$ cat src/first_best_fit_heap_allocator_assert.svh
// assertion macros for the heap allocator
`ifndef FIRST_BEST_FIT_HEAP_ALLOCATOR_ASSERT_SVH
`define FIRST_BEST_FIT_HEAP_ALLOCATOR_ASSERT_SVH
`ifndef SYNTHESIS
`define FBFHA_ASSERT_IMPL(lbl, clk, rst, ante, cons) \
   lbl: assert property (@(posedge clk) disable iff (rst) (ante) |-> (cons)) \
      else $error("assertion failed");
`define FBFHA_ASSERT_NEXT(lbl, clk, rst, ante, cons) \
   lbl: assert property (@(posedge clk) disable iff (rst) (ante) |=> (cons)) \
      else $error("assertion failed");
`else
`define FBFHA_ASSERT_IMPL(lbl, clk, rst, ante, cons)
`define FBFHA_ASSERT_NEXT(lbl, clk, rst, ante, cons)
`endif
`endif

$ cat src/fbfha_pkg.sv
// shared constants, types and codes of the heap allocator
package fbfha_pkg;
   localparam int MAX_SEGMENTS = 64;
   localparam int HEAP_BYTES   = 1048576;
   localparam int FIELD_W      = 21;
   localparam int HDR_W        = 13;
   localparam int SZ_W         = 32;
   localparam int IDX_W        = $clog2(MAX_SEGMENTS);
   localparam int CNT_W        = $clog2(MAX_SEGMENTS + 1);
   localparam int OFF_W        = IDX_W + SZ_W + 2;
   localparam int ENT_W        = SZ_W + 1;
   localparam int CSR_IDX_W    = 2;

   localparam logic [OFF_W-1:0]   HEAP_LIMIT_MAX = OFF_W'(HEAP_BYTES);
   localparam logic               FIT_RESET      = 1'b0;
   localparam logic [HDR_W-1:0]   HDR_RESET      = HDR_W'(32);
   localparam logic [FIELD_W-1:0] LIMIT_RESET    = FIELD_W'(1048576);

   typedef enum logic [CSR_IDX_W-1:0] {
      CSR_FIT_MODE     = 2'd0,
      CSR_HEADER_BYTES = 2'd1,
      CSR_HEAP_LIMIT   = 2'd2
   } csr_index_type;

   typedef enum logic [1:0] {
      STATUS_DONE = 2'd0,
      STATUS_NOP  = 2'd1,
      STATUS_OOM  = 2'd2
   } status_type;

   typedef enum logic {
      REQ_ALLOC = 1'b0,
      REQ_FREE  = 1'b1
   } req_kind_type;

   typedef enum logic [1:0] {
      WALK_SCAN  = 2'd0,
      WALK_SHIFT = 2'd1,
      WALK_STATS = 2'd2
   } walk_type;

   typedef struct packed {
      logic load;
      logic scan_start;
      logic decide;
      logic patch_a;
      logic patch_b;
      logic respond;
   } cmd_type;

   typedef struct packed {
      logic walk_done;
   } sts_type;
endpackage

$ cat src/fbfha_ram.sv
// generic single write port memory with registered read
module fbfha_ram #(
   parameter int WIDTH = 8,
   parameter int DEPTH = 16
) (
   input  logic                     clock,
   input  logic                     we,
   input  logic [$clog2(DEPTH)-1:0] waddr,
   input  logic [WIDTH-1:0]         wdata,
   input  logic [$clog2(DEPTH)-1:0] raddr,
   output logic [WIDTH-1:0]         rdata
);
   logic [WIDTH-1:0] mem_ff [DEPTH];
   logic [WIDTH-1:0] rdata_ff;

   always_ff @(posedge clock) begin
      if (we) begin
         mem_ff[waddr] <= wdata;
      end
      rdata_ff <= mem_ff[raddr];
   end

   assign rdata = rdata_ff;
endmodule

$ cat src/fbfha_ctrl.sv
// sequencing state machine of the heap allocator
module fbfha_ctrl (
   input  logic              clock,
   input  logic              reset,
   input  logic              start,
   input  fbfha_pkg::sts_type sts,
   output fbfha_pkg::cmd_type cmd,
   output logic              busy
);
   typedef enum logic [7:0] {
      ST_IDLE    = 8'b0000_0001,
      ST_SCAN    = 8'b0000_0010,
      ST_DECIDE  = 8'b0000_0100,
      ST_SHIFT   = 8'b0000_1000,
      ST_PATCH_A = 8'b0001_0000,
      ST_PATCH_B = 8'b0010_0000,
      ST_STATS   = 8'b0100_0000,
      ST_RESP    = 8'b1000_0000
   } state_type;

   state_type state_ff, state_in;

   always_comb begin
      state_in = state_ff;
      cmd      = '0;
      case (state_ff)
         ST_IDLE: begin
            if (start) begin
               cmd.load       = 1'b1;
               cmd.scan_start = 1'b1;
               state_in       = ST_SCAN;
            end
         end
         ST_SCAN: begin
            if (sts.walk_done) begin
               state_in = ST_DECIDE;
            end
         end
         ST_DECIDE: begin
            cmd.decide = 1'b1;
            state_in   = ST_SHIFT;
         end
         ST_SHIFT: begin
            if (sts.walk_done) begin
               state_in = ST_PATCH_A;
            end
         end
         ST_PATCH_A: begin
            cmd.patch_a = 1'b1;
            state_in    = ST_PATCH_B;
         end
         ST_PATCH_B: begin
            cmd.patch_b = 1'b1;
            state_in    = ST_STATS;
         end
         ST_STATS: begin
            if (sts.walk_done) begin
               state_in = ST_RESP;
            end
         end
         ST_RESP: begin
            cmd.respond = 1'b1;
            state_in    = ST_IDLE;
         end
         default: begin
            state_in = ST_IDLE;
         end
      endcase
   end

   always_ff @(posedge clock) begin
      if (reset) begin
         state_ff <= ST_IDLE;
      end else begin
         state_ff <= state_in;
      end
   end

   assign busy = (state_ff != ST_IDLE);
endmodule

$ cat src/fbfha_dp.sv
// segment table, walk engine, search, update and statistics datapath
module fbfha_dp (
   input  logic                              clock,
   input  logic                              reset,
   input  fbfha_pkg::cmd_type                cmd,
   output fbfha_pkg::sts_type                sts,
   input  logic                              req_type,
   input  logic [fbfha_pkg::FIELD_W-1:0]     req_size,
   input  logic [fbfha_pkg::FIELD_W-1:0]     req_free_addr,
   input  logic                              csr_valid,
   output logic                              csr_ready,
   input  logic [fbfha_pkg::CSR_IDX_W-1:0]   csr_index,
   input  logic [fbfha_pkg::FIELD_W-1:0]     csr_wdata,
   output logic                              rsp_strobe,
   output logic [1:0]                        rsp_status,
   output logic [fbfha_pkg::FIELD_W-1:0]     rsp_payload_addr,
   output logic [fbfha_pkg::FIELD_W-1:0]     rsp_largest_free,
   output logic [fbfha_pkg::FIELD_W-1:0]     rsp_total_free
);
   localparam int FW = fbfha_pkg::FIELD_W;
   localparam int SW = fbfha_pkg::SZ_W;
   localparam int IW = fbfha_pkg::IDX_W;
   localparam int CW = fbfha_pkg::CNT_W;
   localparam int OW = fbfha_pkg::OFF_W;
   localparam int EW = fbfha_pkg::ENT_W;

   // configuration registers
   logic                       fit_mode_ff;
   logic [fbfha_pkg::HDR_W-1:0] hdr_ff;
   logic [FW-1:0]              limit_ff;

   assign csr_ready = 1'b1;

   always_ff @(posedge clock) begin
      if (reset) begin
         fit_mode_ff <= fbfha_pkg::FIT_RESET;
         hdr_ff      <= fbfha_pkg::HDR_RESET;
         limit_ff    <= fbfha_pkg::LIMIT_RESET;
      end else if (csr_valid) begin
         case (csr_index)
            fbfha_pkg::CSR_FIT_MODE:     fit_mode_ff <= csr_wdata[0];
            fbfha_pkg::CSR_HEADER_BYTES: hdr_ff <= csr_wdata[fbfha_pkg::HDR_W-1:0];
            fbfha_pkg::CSR_HEAP_LIMIT:   limit_ff <= csr_wdata;
            default: ;
         endcase
      end
   end

   // request word
   logic          req_type_ff;
   logic [FW-1:0] req_size_ff;
   logic [FW-1:0] free_addr_ff;

   always_ff @(posedge clock) begin
      if (cmd.load) begin
         req_type_ff  <= req_type;
         req_size_ff  <= req_size;
         free_addr_ff <= req_free_addr;
      end
   end

   logic [SW-1:0] req_sz;
   logic [SW-1:0] hdr_sz;
   assign req_sz = SW'(req_size_ff);
   assign hdr_sz = SW'(hdr_ff);

   // segment count
   logic [CW-1:0] count_ff, cnt_in;

   // walk engine
   logic [IW-1:0]           walk_ptr_ff, rd_idx_ff;
   logic [CW-1:0]           walk_left_ff;
   logic                    walk_up_ff, rd_vld_ff;
   fbfha_pkg::walk_type     walk_kind_ff;
   logic                    issue;
   logic                    start_walk, start_up;
   logic [IW-1:0]           start_ptr;
   logic [CW-1:0]           start_n;
   fbfha_pkg::walk_type     start_kind;

   logic [IW-1:0] sh_start_in, sh_delta_in, sh_delta_ff;
   logic [CW-1:0] sh_n_in;

   assign issue = (walk_left_ff != '0);
   assign sts.walk_done = !issue && !rd_vld_ff;

   always_comb begin
      start_walk = 1'b0;
      start_ptr  = '0;
      start_n    = count_ff;
      start_up   = 1'b1;
      start_kind = fbfha_pkg::WALK_SCAN;
      if (cmd.scan_start) begin
         start_walk = 1'b1;
      end else if (cmd.decide) begin
         start_walk = 1'b1;
         start_ptr  = sh_start_in;
         start_n    = sh_n_in;
         start_up   = (sh_delta_in != IW'(1));
         start_kind = fbfha_pkg::WALK_SHIFT;
      end else if (cmd.patch_b) begin
         start_walk = 1'b1;
         start_kind = fbfha_pkg::WALK_STATS;
      end
   end

   always_ff @(posedge clock) begin
      if (reset) begin
         walk_left_ff <= '0;
         rd_vld_ff    <= 1'b0;
      end else if (start_walk) begin
         walk_left_ff <= start_n;
         rd_vld_ff    <= 1'b0;
      end else begin
         rd_vld_ff <= issue;
         if (issue) begin
            walk_left_ff <= walk_left_ff - CW'(1);
         end
      end
   end

   always_ff @(posedge clock) begin
      rd_idx_ff <= walk_ptr_ff;
      if (start_walk) begin
         walk_ptr_ff  <= start_ptr;
         walk_up_ff   <= start_up;
         walk_kind_ff <= start_kind;
      end else if (issue) begin
         walk_ptr_ff <= walk_up_ff ? walk_ptr_ff + IW'(1) : walk_ptr_ff - IW'(1);
      end
   end

   // segment table
   logic          ram_we;
   logic [IW-1:0] ram_waddr;
   logic [EW-1:0] ram_wdata, ram_rdata;
   logic [SW-1:0] rd_size;
   logic          rd_free;

   fbfha_ram #(
      .WIDTH (EW),
      .DEPTH (fbfha_pkg::MAX_SEGMENTS)
   ) u_ram (
      .clock (clock),
      .we    (ram_we),
      .waddr (ram_waddr),
      .wdata (ram_wdata),
      .raddr (walk_ptr_ff),
      .rdata (ram_rdata)
   );

   assign rd_size = ram_rdata[SW-1:0];
   assign rd_free = ram_rdata[SW];

   // search pass
   logic [OW-1:0] off_ff;
   logic          found_ff, lock_ff, matched_ff, grab_ff, has_next_ff, has_prev_ff;
   logic [IW-1:0] pos_ff, idx_ff;
   logic [OW-1:0] pos_off_ff;
   logic [SW-1:0] pos_size_ff, best_ff, idx_size_ff, prev_size_ff, next_size_ff, last_size_ff;
   logic          idx_free_ff, prev_free_ff, next_free_ff, last_free_ff;
   logic          scan_proc, cand, exact;
   logic [SW-1:0] diff;

   assign scan_proc = rd_vld_ff && (walk_kind_ff == fbfha_pkg::WALK_SCAN);
   assign cand      = rd_free && (rd_size >= req_sz);
   assign exact     = (rd_size == req_sz);
   assign diff      = rd_size - req_sz;

   always_ff @(posedge clock) begin
      if (reset || cmd.scan_start) begin
         off_ff      <= '0;
         found_ff    <= 1'b0;
         lock_ff     <= 1'b0;
         matched_ff  <= 1'b0;
         grab_ff     <= 1'b0;
         has_next_ff <= 1'b0;
      end else if (scan_proc) begin
         off_ff       <= off_ff + OW'(hdr_ff) + OW'(rd_size);
         last_size_ff <= rd_size;
         last_free_ff <= rd_free;
         if (!lock_ff && cand && (!fit_mode_ff || exact)) begin
            found_ff    <= 1'b1;
            lock_ff     <= 1'b1;
            pos_ff      <= rd_idx_ff;
            pos_off_ff  <= off_ff;
            pos_size_ff <= rd_size;
         end else if (!lock_ff && cand && fit_mode_ff && (!found_ff || diff < best_ff)) begin
            found_ff    <= 1'b1;
            pos_ff      <= rd_idx_ff;
            pos_off_ff  <= off_ff;
            pos_size_ff <= rd_size;
            best_ff     <= diff;
         end
         if (grab_ff) begin
            has_next_ff  <= 1'b1;
            next_size_ff <= rd_size;
            next_free_ff <= rd_free;
            grab_ff      <= 1'b0;
         end
         if (!matched_ff && (off_ff + OW'(hdr_ff) == OW'(free_addr_ff))) begin
            matched_ff   <= 1'b1;
            grab_ff      <= 1'b1;
            idx_ff       <= rd_idx_ff;
            idx_size_ff  <= rd_size;
            idx_free_ff  <= rd_free;
            has_prev_ff  <= (rd_idx_ff != '0);
            prev_size_ff <= last_size_ff;
            prev_free_ff <= last_free_ff;
         end
      end
   end

   // update plan
   fbfha_pkg::status_type st_in, st_ff;
   logic [FW-1:0] paddr_in, paddr_ff;
   logic          pa_en_in, pa_en_ff, pb_en_in, pb_en_ff;
   logic [IW-1:0] pa_addr_in, pa_addr_ff, pb_addr_in, pb_addr_ff;
   logic [EW-1:0] pa_data_in, pa_data_ff, pb_data_in, pb_data_ff;
   logic [OW-1:0] limit_eff, grow_need;
   logic          count_full, split, pn, pp;
   logic [CW-1:0] pos_cnt, idx_cnt;

   assign limit_eff  = (OW'(limit_ff) < fbfha_pkg::HEAP_LIMIT_MAX) ?
                       OW'(limit_ff) : fbfha_pkg::HEAP_LIMIT_MAX;
   assign grow_need  = off_ff + OW'(hdr_ff) + OW'(req_size_ff);
   assign count_full = (count_ff == CW'(fbfha_pkg::MAX_SEGMENTS));
   assign split      = ({1'b0, pos_size_ff} >= ({1'b0, req_sz} + {1'b0, hdr_sz}))
                       && !count_full;
   assign pn         = has_next_ff && next_free_ff;
   assign pp         = has_prev_ff && prev_free_ff;
   assign pos_cnt    = CW'(pos_ff);
   assign idx_cnt    = CW'(idx_ff);

   always_comb begin
      st_in       = fbfha_pkg::STATUS_NOP;
      paddr_in    = '0;
      cnt_in      = count_ff;
      sh_n_in     = '0;
      sh_start_in = '0;
      sh_delta_in = '0 - IW'(1);
      pa_en_in    = 1'b0;
      pa_addr_in  = pos_ff;
      pa_data_in  = '0;
      pb_en_in    = 1'b0;
      pb_addr_in  = pos_ff + IW'(1);
      pb_data_in  = {1'b1, pos_size_ff - req_sz - hdr_sz};
      if (req_type_ff == fbfha_pkg::REQ_ALLOC) begin
         if (req_size_ff != '0) begin
            if (found_ff) begin
               st_in      = fbfha_pkg::STATUS_DONE;
               paddr_in   = FW'(pos_off_ff + OW'(hdr_ff));
               pa_en_in   = 1'b1;
               pa_data_in = {1'b0, split ? req_sz : pos_size_ff};
               if (split) begin
                  pb_en_in    = 1'b1;
                  cnt_in      = count_ff + CW'(1);
                  sh_n_in     = count_ff - CW'(1) - pos_cnt;
                  sh_start_in = IW'(count_ff - CW'(1));
                  sh_delta_in = IW'(1);
               end
            end else if (count_full || (grow_need > limit_eff)) begin
               st_in = fbfha_pkg::STATUS_OOM;
            end else begin
               st_in      = fbfha_pkg::STATUS_DONE;
               paddr_in   = FW'(off_ff + OW'(hdr_ff));
               pa_en_in   = 1'b1;
               pa_addr_in = count_ff[IW-1:0];
               pa_data_in = {1'b0, req_sz};
               cnt_in     = count_ff + CW'(1);
            end
         end
      end else if ((free_addr_ff != '0) && matched_ff && !idx_free_ff) begin
         st_in    = fbfha_pkg::STATUS_DONE;
         pa_en_in = 1'b1;
         if (pp && pn) begin
            pa_addr_in  = idx_ff - IW'(1);
            pa_data_in  = {1'b1, prev_size_ff + hdr_sz + idx_size_ff + hdr_sz + next_size_ff};
            sh_start_in = idx_ff + IW'(2);
            sh_n_in     = count_ff - idx_cnt - CW'(2);
            sh_delta_in = '0 - IW'(2);
            cnt_in      = count_ff - CW'(2);
         end else if (pn) begin
            pa_addr_in  = idx_ff;
            pa_data_in  = {1'b1, idx_size_ff + hdr_sz + next_size_ff};
            sh_start_in = idx_ff + IW'(2);
            sh_n_in     = count_ff - idx_cnt - CW'(2);
            cnt_in      = count_ff - CW'(1);
         end else if (pp) begin
            pa_addr_in  = idx_ff - IW'(1);
            pa_data_in  = {1'b1, prev_size_ff + hdr_sz + idx_size_ff};
            sh_start_in = idx_ff + IW'(1);
            sh_n_in     = count_ff - idx_cnt - CW'(1);
            cnt_in      = count_ff - CW'(1);
         end else begin
            pa_addr_in = idx_ff;
            pa_data_in = {1'b1, idx_size_ff};
         end
      end
   end

   always_ff @(posedge clock) begin
      if (reset) begin
         count_ff <= '0;
         pa_en_ff <= 1'b0;
         pb_en_ff <= 1'b0;
         st_ff    <= fbfha_pkg::STATUS_NOP;
      end else if (cmd.decide) begin
         count_ff <= cnt_in;
         pa_en_ff <= pa_en_in;
         pb_en_ff <= pb_en_in;
         st_ff    <= st_in;
      end
   end

   always_ff @(posedge clock) begin
      if (cmd.decide) begin
         paddr_ff    <= paddr_in;
         sh_delta_ff <= sh_delta_in;
         pa_addr_ff  <= pa_addr_in;
         pa_data_ff  <= pa_data_in;
         pb_addr_ff  <= pb_addr_in;
         pb_data_ff  <= pb_data_in;
      end
   end

   // table writes: shift moves, then the patched entries
   always_comb begin
      ram_we    = 1'b0;
      ram_waddr = pa_addr_ff;
      ram_wdata = pa_data_ff;
      if (rd_vld_ff && (walk_kind_ff == fbfha_pkg::WALK_SHIFT)) begin
         ram_we    = 1'b1;
         ram_waddr = rd_idx_ff + sh_delta_ff;
         ram_wdata = ram_rdata;
      end else if (cmd.patch_a) begin
         ram_we = pa_en_ff;
      end else if (cmd.patch_b) begin
         ram_we    = pb_en_ff;
         ram_waddr = pb_addr_ff;
         ram_wdata = pb_data_ff;
      end
   end

   // statistics pass
   logic [SW-1:0] largest_ff;
   logic [FW-1:0] total_ff;

   always_ff @(posedge clock) begin
      if (reset || cmd.patch_b) begin
         largest_ff <= '0;
         total_ff   <= '0;
      end else if (rd_vld_ff && (walk_kind_ff == fbfha_pkg::WALK_STATS) && rd_free) begin
         if (rd_size > largest_ff) begin
            largest_ff <= rd_size;
         end
         total_ff <= total_ff + FW'(hdr_ff) + rd_size[FW-1:0];
      end
   end

   assign rsp_strobe       = cmd.respond;
   assign rsp_status       = st_ff;
   assign rsp_payload_addr = paddr_ff;
   assign rsp_largest_free = largest_ff[FW-1:0];
   assign rsp_total_free   = total_ff;
endmodule

$ cat src/first_best_fit_heap_allocator.sv
// Heap allocator over an address-ordered table of up to 64 segments, first fit or best
// fit. A request word is taken when start is high and busy is low; its single result
// word appears for exactly one cycle with rsp_strobe and cannot be held off, so the
// receiver must take it then. The table sits in one memory with a registered read that
// is walked once to search, once to shift and once more to gather the free totals. The
// shift walk moves the entries displaced by a split or merge, and the totals walk covers
// the segment count after the request. busy drops in the cycle after the result, so the
// next word can be taken only then. Configuration writes are taken at any time but must
// only be made while busy is low.
`include "first_best_fit_heap_allocator_assert.svh"
module first_best_fit_heap_allocator (
   input  logic                            clock,
   input  logic                            reset,
   input  logic                            start,
   output logic                            busy,
   input  logic                            req_type,
   input  logic [fbfha_pkg::FIELD_W-1:0]   req_size,
   input  logic [fbfha_pkg::FIELD_W-1:0]   req_free_addr,
   input  logic                            csr_valid,
   output logic                            csr_ready,
   input  logic [fbfha_pkg::CSR_IDX_W-1:0] csr_index,
   input  logic [fbfha_pkg::FIELD_W-1:0]   csr_wdata,
   output logic                            rsp_strobe,
   output logic [1:0]                      rsp_status,
   output logic [fbfha_pkg::FIELD_W-1:0]   rsp_payload_addr,
   output logic [fbfha_pkg::FIELD_W-1:0]   rsp_largest_free,
   output logic [fbfha_pkg::FIELD_W-1:0]   rsp_total_free
);
   fbfha_pkg::cmd_type cmd;
   fbfha_pkg::sts_type sts;

   fbfha_ctrl u_ctrl (
      .clock (clock),
      .reset (reset),
      .start (start),
      .sts   (sts),
      .cmd   (cmd),
      .busy  (busy)
   );

   fbfha_dp u_dp (
      .clock            (clock),
      .reset            (reset),
      .cmd              (cmd),
      .sts              (sts),
      .req_type         (req_type),
      .req_size         (req_size),
      .req_free_addr    (req_free_addr),
      .csr_valid        (csr_valid),
      .csr_ready        (csr_ready),
      .csr_index        (csr_index),
      .csr_wdata        (csr_wdata),
      .rsp_strobe       (rsp_strobe),
      .rsp_status       (rsp_status),
      .rsp_payload_addr (rsp_payload_addr),
      .rsp_largest_free (rsp_largest_free),
      .rsp_total_free   (rsp_total_free)
   );

   `FBFHA_ASSERT_IMPL(a_strobe_while_busy, clock, reset, rsp_strobe, busy)
   `FBFHA_ASSERT_NEXT(a_accept_sets_busy, clock, reset, start && !busy, busy)
   `FBFHA_ASSERT_NEXT(a_single_strobe, clock, reset, rsp_strobe, !rsp_strobe)
   `FBFHA_ASSERT_IMPL(a_no_addr_unless_done, clock, reset, rsp_strobe && (rsp_status != fbfha_pkg::STATUS_DONE), rsp_payload_addr == '0)
endmodule

$ cat config.mk
export PLATFORM = sky130hd
export DESIGN_NAME = first_best_fit_heap_allocator
export DESIGN_NICKNAME = d
export VERILOG_FILES = /design/src/fbfha_pkg.sv /design/src/fbfha_ram.sv /design/src/fbfha_ctrl.sv /design/src/fbfha_dp.sv /design/src/first_best_fit_heap_allocator.sv
export VERILOG_INCLUDE_DIRS = /design/src /design/src/src
export SDC_FILE = /design/constraint.sdc
export NUM_CORES = 2
export LEC_CHECK = 0
export ABC_AREA = 1
export BUFFER_PORTS_ARGS = -buffer_cell sky130_fd_sc_hd__buf_4
export CORE_UTILIZATION = 45
export CTS_BUF_LIST = sky130_fd_sc_hd__clkbuf_2 sky130_fd_sc_hd__clkbuf_4 sky130_fd_sc_hd__clkbuf_8
export CTS_CLUSTER_DIAMETER = 60
export DETAILED_ROUTE_END_ITERATION = 8
export REMOVE_ABC_BUFFERS = 1
export SYNTH_ARGS = -nofsm -noshare
export SYNTH_HDL_FRONTEND = slang
export SYNTH_SLANG_ARGS = --single-unit
export TNS_END_PERCENT = 1
$ cat constraint.sdc
create_clock -name clock -period 14.4 [get_ports clock]
set_input_delay 0.72 -clock clock [delete_from_list [all_inputs] [get_ports clock]]
set_output_delay 0.72 -clock clock [all_outputs]
set_load 0.1 [all_outputs]
Word-level counts from Yosys, hierarchy flattened
Memory sizes are Yosys's and may differ from the RTL's. A register that Yosys moved wholly into a read port is not among the register bits. Cells that the tools add are included.

Input port bits: 70. Memories kept: 1. Word-level logic and storage cells: 281. Output and inout bits: 68. Flip-flop bits (word level): 552. RAM bits: 2112.

Add/subtract/negate cells: 31. Reductions and logical operators: 58. Magnitude comparators: 6. Muxes and demuxes: 110. Equal/unequal tests: 25. Bitwise operators: 4.

Memory list: u_dp.u_ram.mem_ff (words 64, bits a word 33, rd ports 1, clocked after Yosys merged registers in 1, wr ports 1, RTL line fbfha_ram.sv:13) `logic [WIDTH-1:0] mem_ff [DEPTH];`.

Operators by type and width (number): $mux 33 (9); $mux 6 (31); $mux 7 (21); $mux 32 (4); $mux 21 (6); $add 32x13->32 (3); $add 32x32->32 (3); $sub 32x21->32 (2); $pmux 8 s7 (1); $add 21x13->21 (2); $reduce_bool 21->1 (2); $add 40x13->40 (1); $add 40x21->40 (1); $add 40x32->40 (1); $eq 40x21->1 (1); $gt 40x40->1 (1); $ge 32x33->1 (1); $eq 32x21->1 (1); $ge 32x21->1 (1); $gt 32x32->1 (1); $lt 32x32->1 (1); $mux 8 (4); $sub 32x13->32 (1); $mux 1 (27); other kinds (42) (108).

Depth between registers and ports, before layout
Depth after elaboration: 10. Mapped depth: 45.

Modules after synthesis
Synthesis repeated with hierarchy kept, for this count alone.

Cell total of the unflattened synthesis: 12322. Area, all modules: 128346.8 µm².

Modules (own cells, without submodules): fbfha_ram (seq. area each 64081.5 µm², area each 85713.5 µm², cells an instance 6996, instances 1); fbfha_dp (seq. area each 14634.0 µm², area each 42087.9 µm², cells an instance 5244, instances 1); fbfha_ctrl (seq. area each 160.2 µm², area each 545.5 µm², cells an instance 82, instances 1).

Worst setup path after synthesis
Ideal clock, no wire load.

Path type: reg-to-reg. From: register u_ctrl.state_ff[4]. To: register u_dp.has_prev_ff, enable pin. Library setup time: 0.581 ns. Period minus slack after synthesis: 7.052 ns. Arrival time: 6.471 ns. Path slack: 7.348 ns. Required time: 13.819 ns. Cell stages (with the launch flop): 17. Path through: dfxtp_1 -> or2_2 -> nor2_1 -> nand4_1 -> nor2_1 -> nor2_1 -> nand2_1 -> inv_1 -> nand3_1 -> nor3_1 -> nand4_1 -> nor3_1 -> nand4_1 -> nor3_1 -> nand2_1 -> or2_2 -> inv_1.

RTL lines: start, declared (RTL line fbfha_ctrl.sv:21) `state_type state_ff, state_in;`; start signal, assigned (RTL line fbfha_ctrl.sv:75) `state_ff <= state_in;`; end signal, assigned (RTL line fbfha_dp.sv:207) `has_prev_ff <= (rd_idx_ff != '0);`; end, declared (RTL line fbfha_dp.sv:157) `logic found_ff, lock_ff, matched_ff, grab_ff, has_next_ff, has_prev_ff;`.

Final worst setup path
From: register u_dp.hdr_ff[1] (netlist name). To: register u_dp.pa_data_ff[18], data pin.

Cells in the longest elaborated chain, start to end: 8. Elaborated cells on any way between the ends: 22. Those cells by class: 9 x add/sub; 2 x order compare; 9 x mux; 2 x reduce/logical.

Ends and longest elaborated chain: start, declared (RTL line fbfha_dp.sv:29) `logic [fbfha_pkg::HDR_W-1:0] hdr_ff;`; start signal, assigned (RTL line fbfha_dp.sv:37) `hdr_ff <= fbfha_pkg::HDR_RESET;`; start signal, assigned (RTL line fbfha_dp.sv:42) `fbfha_pkg::CSR_HEADER_BYTES: hdr_ff <= csr_wdata[fbfha_pkg::HDR_W-1:0];`; branches (longest 7 deep; another with $add 32x13->32); $mux 33 (*) (RTL line fbfha_dp.sv:248) `if (req_type_ff == fbfha_pkg::REQ_ALLOC) begin`; net u_dp.pa_data_in[18] (RTL line fbfha_dp.sv:219) `logic [EW-1:0] pa_data_in, pa_data_ff, pb_data_in, pb_data_ff;`; end signal, assigned (RTL line fbfha_dp.sv:321) `pa_data_ff <= pa_data_in;`; end, declared (RTL line fbfha_dp.sv:219).

Mark *: on every way through the listed nets, which the timed path passes. A chain may end at the register's enable or synchronous reset.

==> results.yml <==
cts:
  cts_buffers: 444
  cts.sinks: 2693
  cts-root-buf: "clkbuf_8"
  clockBufferDepth: 4
  cts_tree: "built"
  cts_setup_buffers: 0
  insertion_delay_ps: 1080
  htreeDepth: 5
  cts.reportedPaths.clkPinSlew_ps: 60
yosys:
  synthMuxAreaShare_pct: 0
  syn_inst: 11500
  synthArstFlopShare_pct: 0
  ys_seq_area_share_pct: 62.9
  synth_ff_type: "edfxtp_1"
  ys_ff_latch: 2693
  synth_cell_types: 63
  yosysWarningCount: 0
  synth-adder-area-share_pct: 5.98
  syn-cell-area_um2: 125000
  netlist_top_cells_area: "edfxtp_1 60%, o21ai_0 6.9%, nor2_1 5.9%, ha_1 4.7%, o22ai_1 3.3%"
  yosys-top-cells-count: "2494 x edfxtp_1, 1971 x nor2_1, 1716 x o21ai_0"
  yosys.area.top_type: "edfxtp_1"
  synth_compound_area_share_pct: 14.0
  synth_edf_count: 2494
  yosys.area_share.simple_pct: 11.1
  syn_area_per_cell_um2: 10.9
  synth_xor_area_share_pct: 1.97
  yosysTopAreaCellShare_pct: 59.8
  post-synth-top-count-cell: "edfxtp_1"
  synth_top_family_by_area: "compound AO/OA/AOI/OAI gates"
timing:
  fin_hold_ws_ps: 99.6
  layout_min_cycle_time_ps: 7400
  setup-violations-final: 0
  clock.fmax_mhz: 135
  slew_violations: 0
  rsz0062_at_grt: "no"
  hold_viol: 0
  period_share_pct: 51.4
  finalClockSkew_ps: 123
  tightest_slew_ps: 1420
  slew_headroom_pct: 5.11
  layout_setup_ws_ps: 7000
worst_setup_path:
  crit_top_cell: "nand2_1"
  reg2reg_to: "u_dp.pa_data_ff[18]"
  arrival_ps: 8210
  worstPathRequired_ps: 15210
  crit_slowest_cell: "dfxtp_1"
  reg2regPathDepth: 37
  cp_num_buf_inv: 4
  path_max_fanout: 21
  path_delay_family: "simple AND/OR/NAND/NOR gates"
  critPathLaunchType: "register"
  end_kind: "register"
  crit_type: "register to register"
  r2r-start: "u_dp.hdr_ff[1]"
  r2r_slack_ps: 7000
  cpPeakStageDelay_ps: 670
run_status:
  status: "completed"
route:
  detail_route.wl_per_cell_um: 26.6
  ant_nets: 0
  drcViolationCount: 0
  drt_pass1_iterations: 8
  viasPerCell: 5.86
  routed_wl_mm: 422
  vias: 93100
  drtIter0Drc: 10400
floorplan:
  design.die.area_um2: 281000
  core_um2: 277000
  initial_core_util_pct: 45.3
  fp.dieH_um: 530
  die_w_um: 530
  std_cell_rows: 193
  ios: 138
run:
  max_cap_violations: 0
placement:
  place.gp.congestion: 0.946
  dp_hpwl_mm: 258
  port_buffers: 136
  placed_cell_area_um2: 131000
  place_worst_setup_slack_ps: 6970
power:
  p_per_area_nw_per_um2: 176
  p_leak_nw: 50.9
  ir_drop_mv: 0.147
  fin_total_pwr_mw: 24.7
final_layout:
  finish.utilization_pct: 50.9
  drive_gt1_share_pct: 10.5
  fin_nets: 12400
  final_area_um2: 141000
  areaGrowthSynthToFinish_pct: 12.4
global_route:
  antenna_found_initial: 17
  grt_start_max_net_pins: 188
  grt_pass1_vias: 89600
  gr-total-overflow: 0
  grt_pass1_wl_mm: 605
  grt_usage_pct: 29.4
hold_path:
  hold_depth: 3
  holdPathEnd: "u_dp.fit_mode_ff"
  hold_class: "input pin to register"
  min_from: "csr_valid"
-- tightest hold or removal path, cell delays in order --
cell     delay, ps
buf_4           80
a31oi_1         70
nor3_1         150
-- cell families (layout without fill, tap and decap cells) --
family	Yosys count	after routing
other cells	1	12
simple gates	3467	3467
flops	2693	2693
xor+xnor	282	282
fa+ha+maj	552	552
buf+inv	1328	1974
compound gates	3188	3188
-- state kept, by name (all words and copies together) (netlist names), 7 cells and up --
signal,flops
u_dp.rsp_payload_addr,21
u_dp.hdr_ff,13
u_dp.count_ff,7
u_dp.pos_size_ff,32
u_dp.pa_data_ff,33
u_dp.u_ram.rdata,33
u_dp.best_ff,32
u_dp.pb_data_ff,32
u_dp.rsp_total_free,21
u_dp.last_size_ff,32
u_dp.off_ff,40
u_dp.u_ram.mem_ff,2112
u_dp.largest_ff,32
u_dp.free_addr_ff,21
u_dp.prev_size_ff,32
u_dp.pos_off_ff,21
u_dp.idx_size_ff,32
u_dp.walk_left_ff,7
u_dp.next_size_ff,32
u_dp.req_size_ff,21
u_ctrl.state_ff,8
u_dp.limit_ff,21
-- power breakdown --
| part | switching (mW) | internal, mW |
|---|---|---|
| sequential | 0.154 | 8.92 |
| clock | 3.11 | 3.53 |
| combinational | 6.63 | 2.38 |
-- worst max-delay path by stage --
stage,startpoint,endpoint,cells after the start
2_1_floorplan,u_dp.walk_ptr_ff[0],u_dp.walk_ptr_ff[5],9
3_3_place_gp,u_dp.hdr_ff[1],u_dp.pa_data_ff[17],39
3_5_place_dp,u_dp.hdr_ff[1],u_dp.pa_data_ff[16],37
4_1_cts,u_dp.hdr_ff[1],u_dp.pa_data_ff[4],37
5_1_grt,u_dp.hdr_ff[1],u_dp.pa_data_ff[3],37
6_report,u_dp.hdr_ff[1],u_dp.pa_data_ff[18],37
-- what timing repair did --
item / in CTS / in global routing
hold buffers: 65 / 0
setup endpoints to repair: 0 / 0
hold endpoints to repair: 64 / 0
resized for setup: 0 / 0
-- metal layers --
layer  vias up  part of all wire (%)  wire length (um)  GRT usage [%]
met1     46100                    41            171000           38.6
met3       867                   7.9             33200           4.53
met5         -                0.0064                27              0
met4         4                   5.2             21800           14.0
met2      4234                    46            196000           47.8
li1      41900                     -                 -              -
-- final cells by class --
cell class / instances / area, um^2
clock buffers: 613 / 7470
well taps: 3705 / 4640
multi-input cells: 7490 / 42300
repair buffers: 432 / 3580
diodes: 11 / 27.5
clock inverters: 192 / 1180
flip-flops and latches: 2693 / 78900
inverters: 737 / 2800
fillers: 24600 / 136000
-- placed cells by master, fill, tap and decap left out, types with 353 or more instances in the layout --
cell and count:
nor2_1 1900, o21ai_0 1715, clkbuf_8 459, nand2_1 1062, inv_1 710, ha_1 474, edfxtp_1 2494, buf_4 353
o22ai_1 668, a21oi_1 505
-- through the flow --
stage	std cells	setup TNS, ps
after detailed placement	15000	0
after floorplan	10900	-1920330
after global placement	15000	0
final	15900	0
after global routing	15900	0
after CTS	15900	0
No activity file was read; power rests on OpenSTA's default activity.
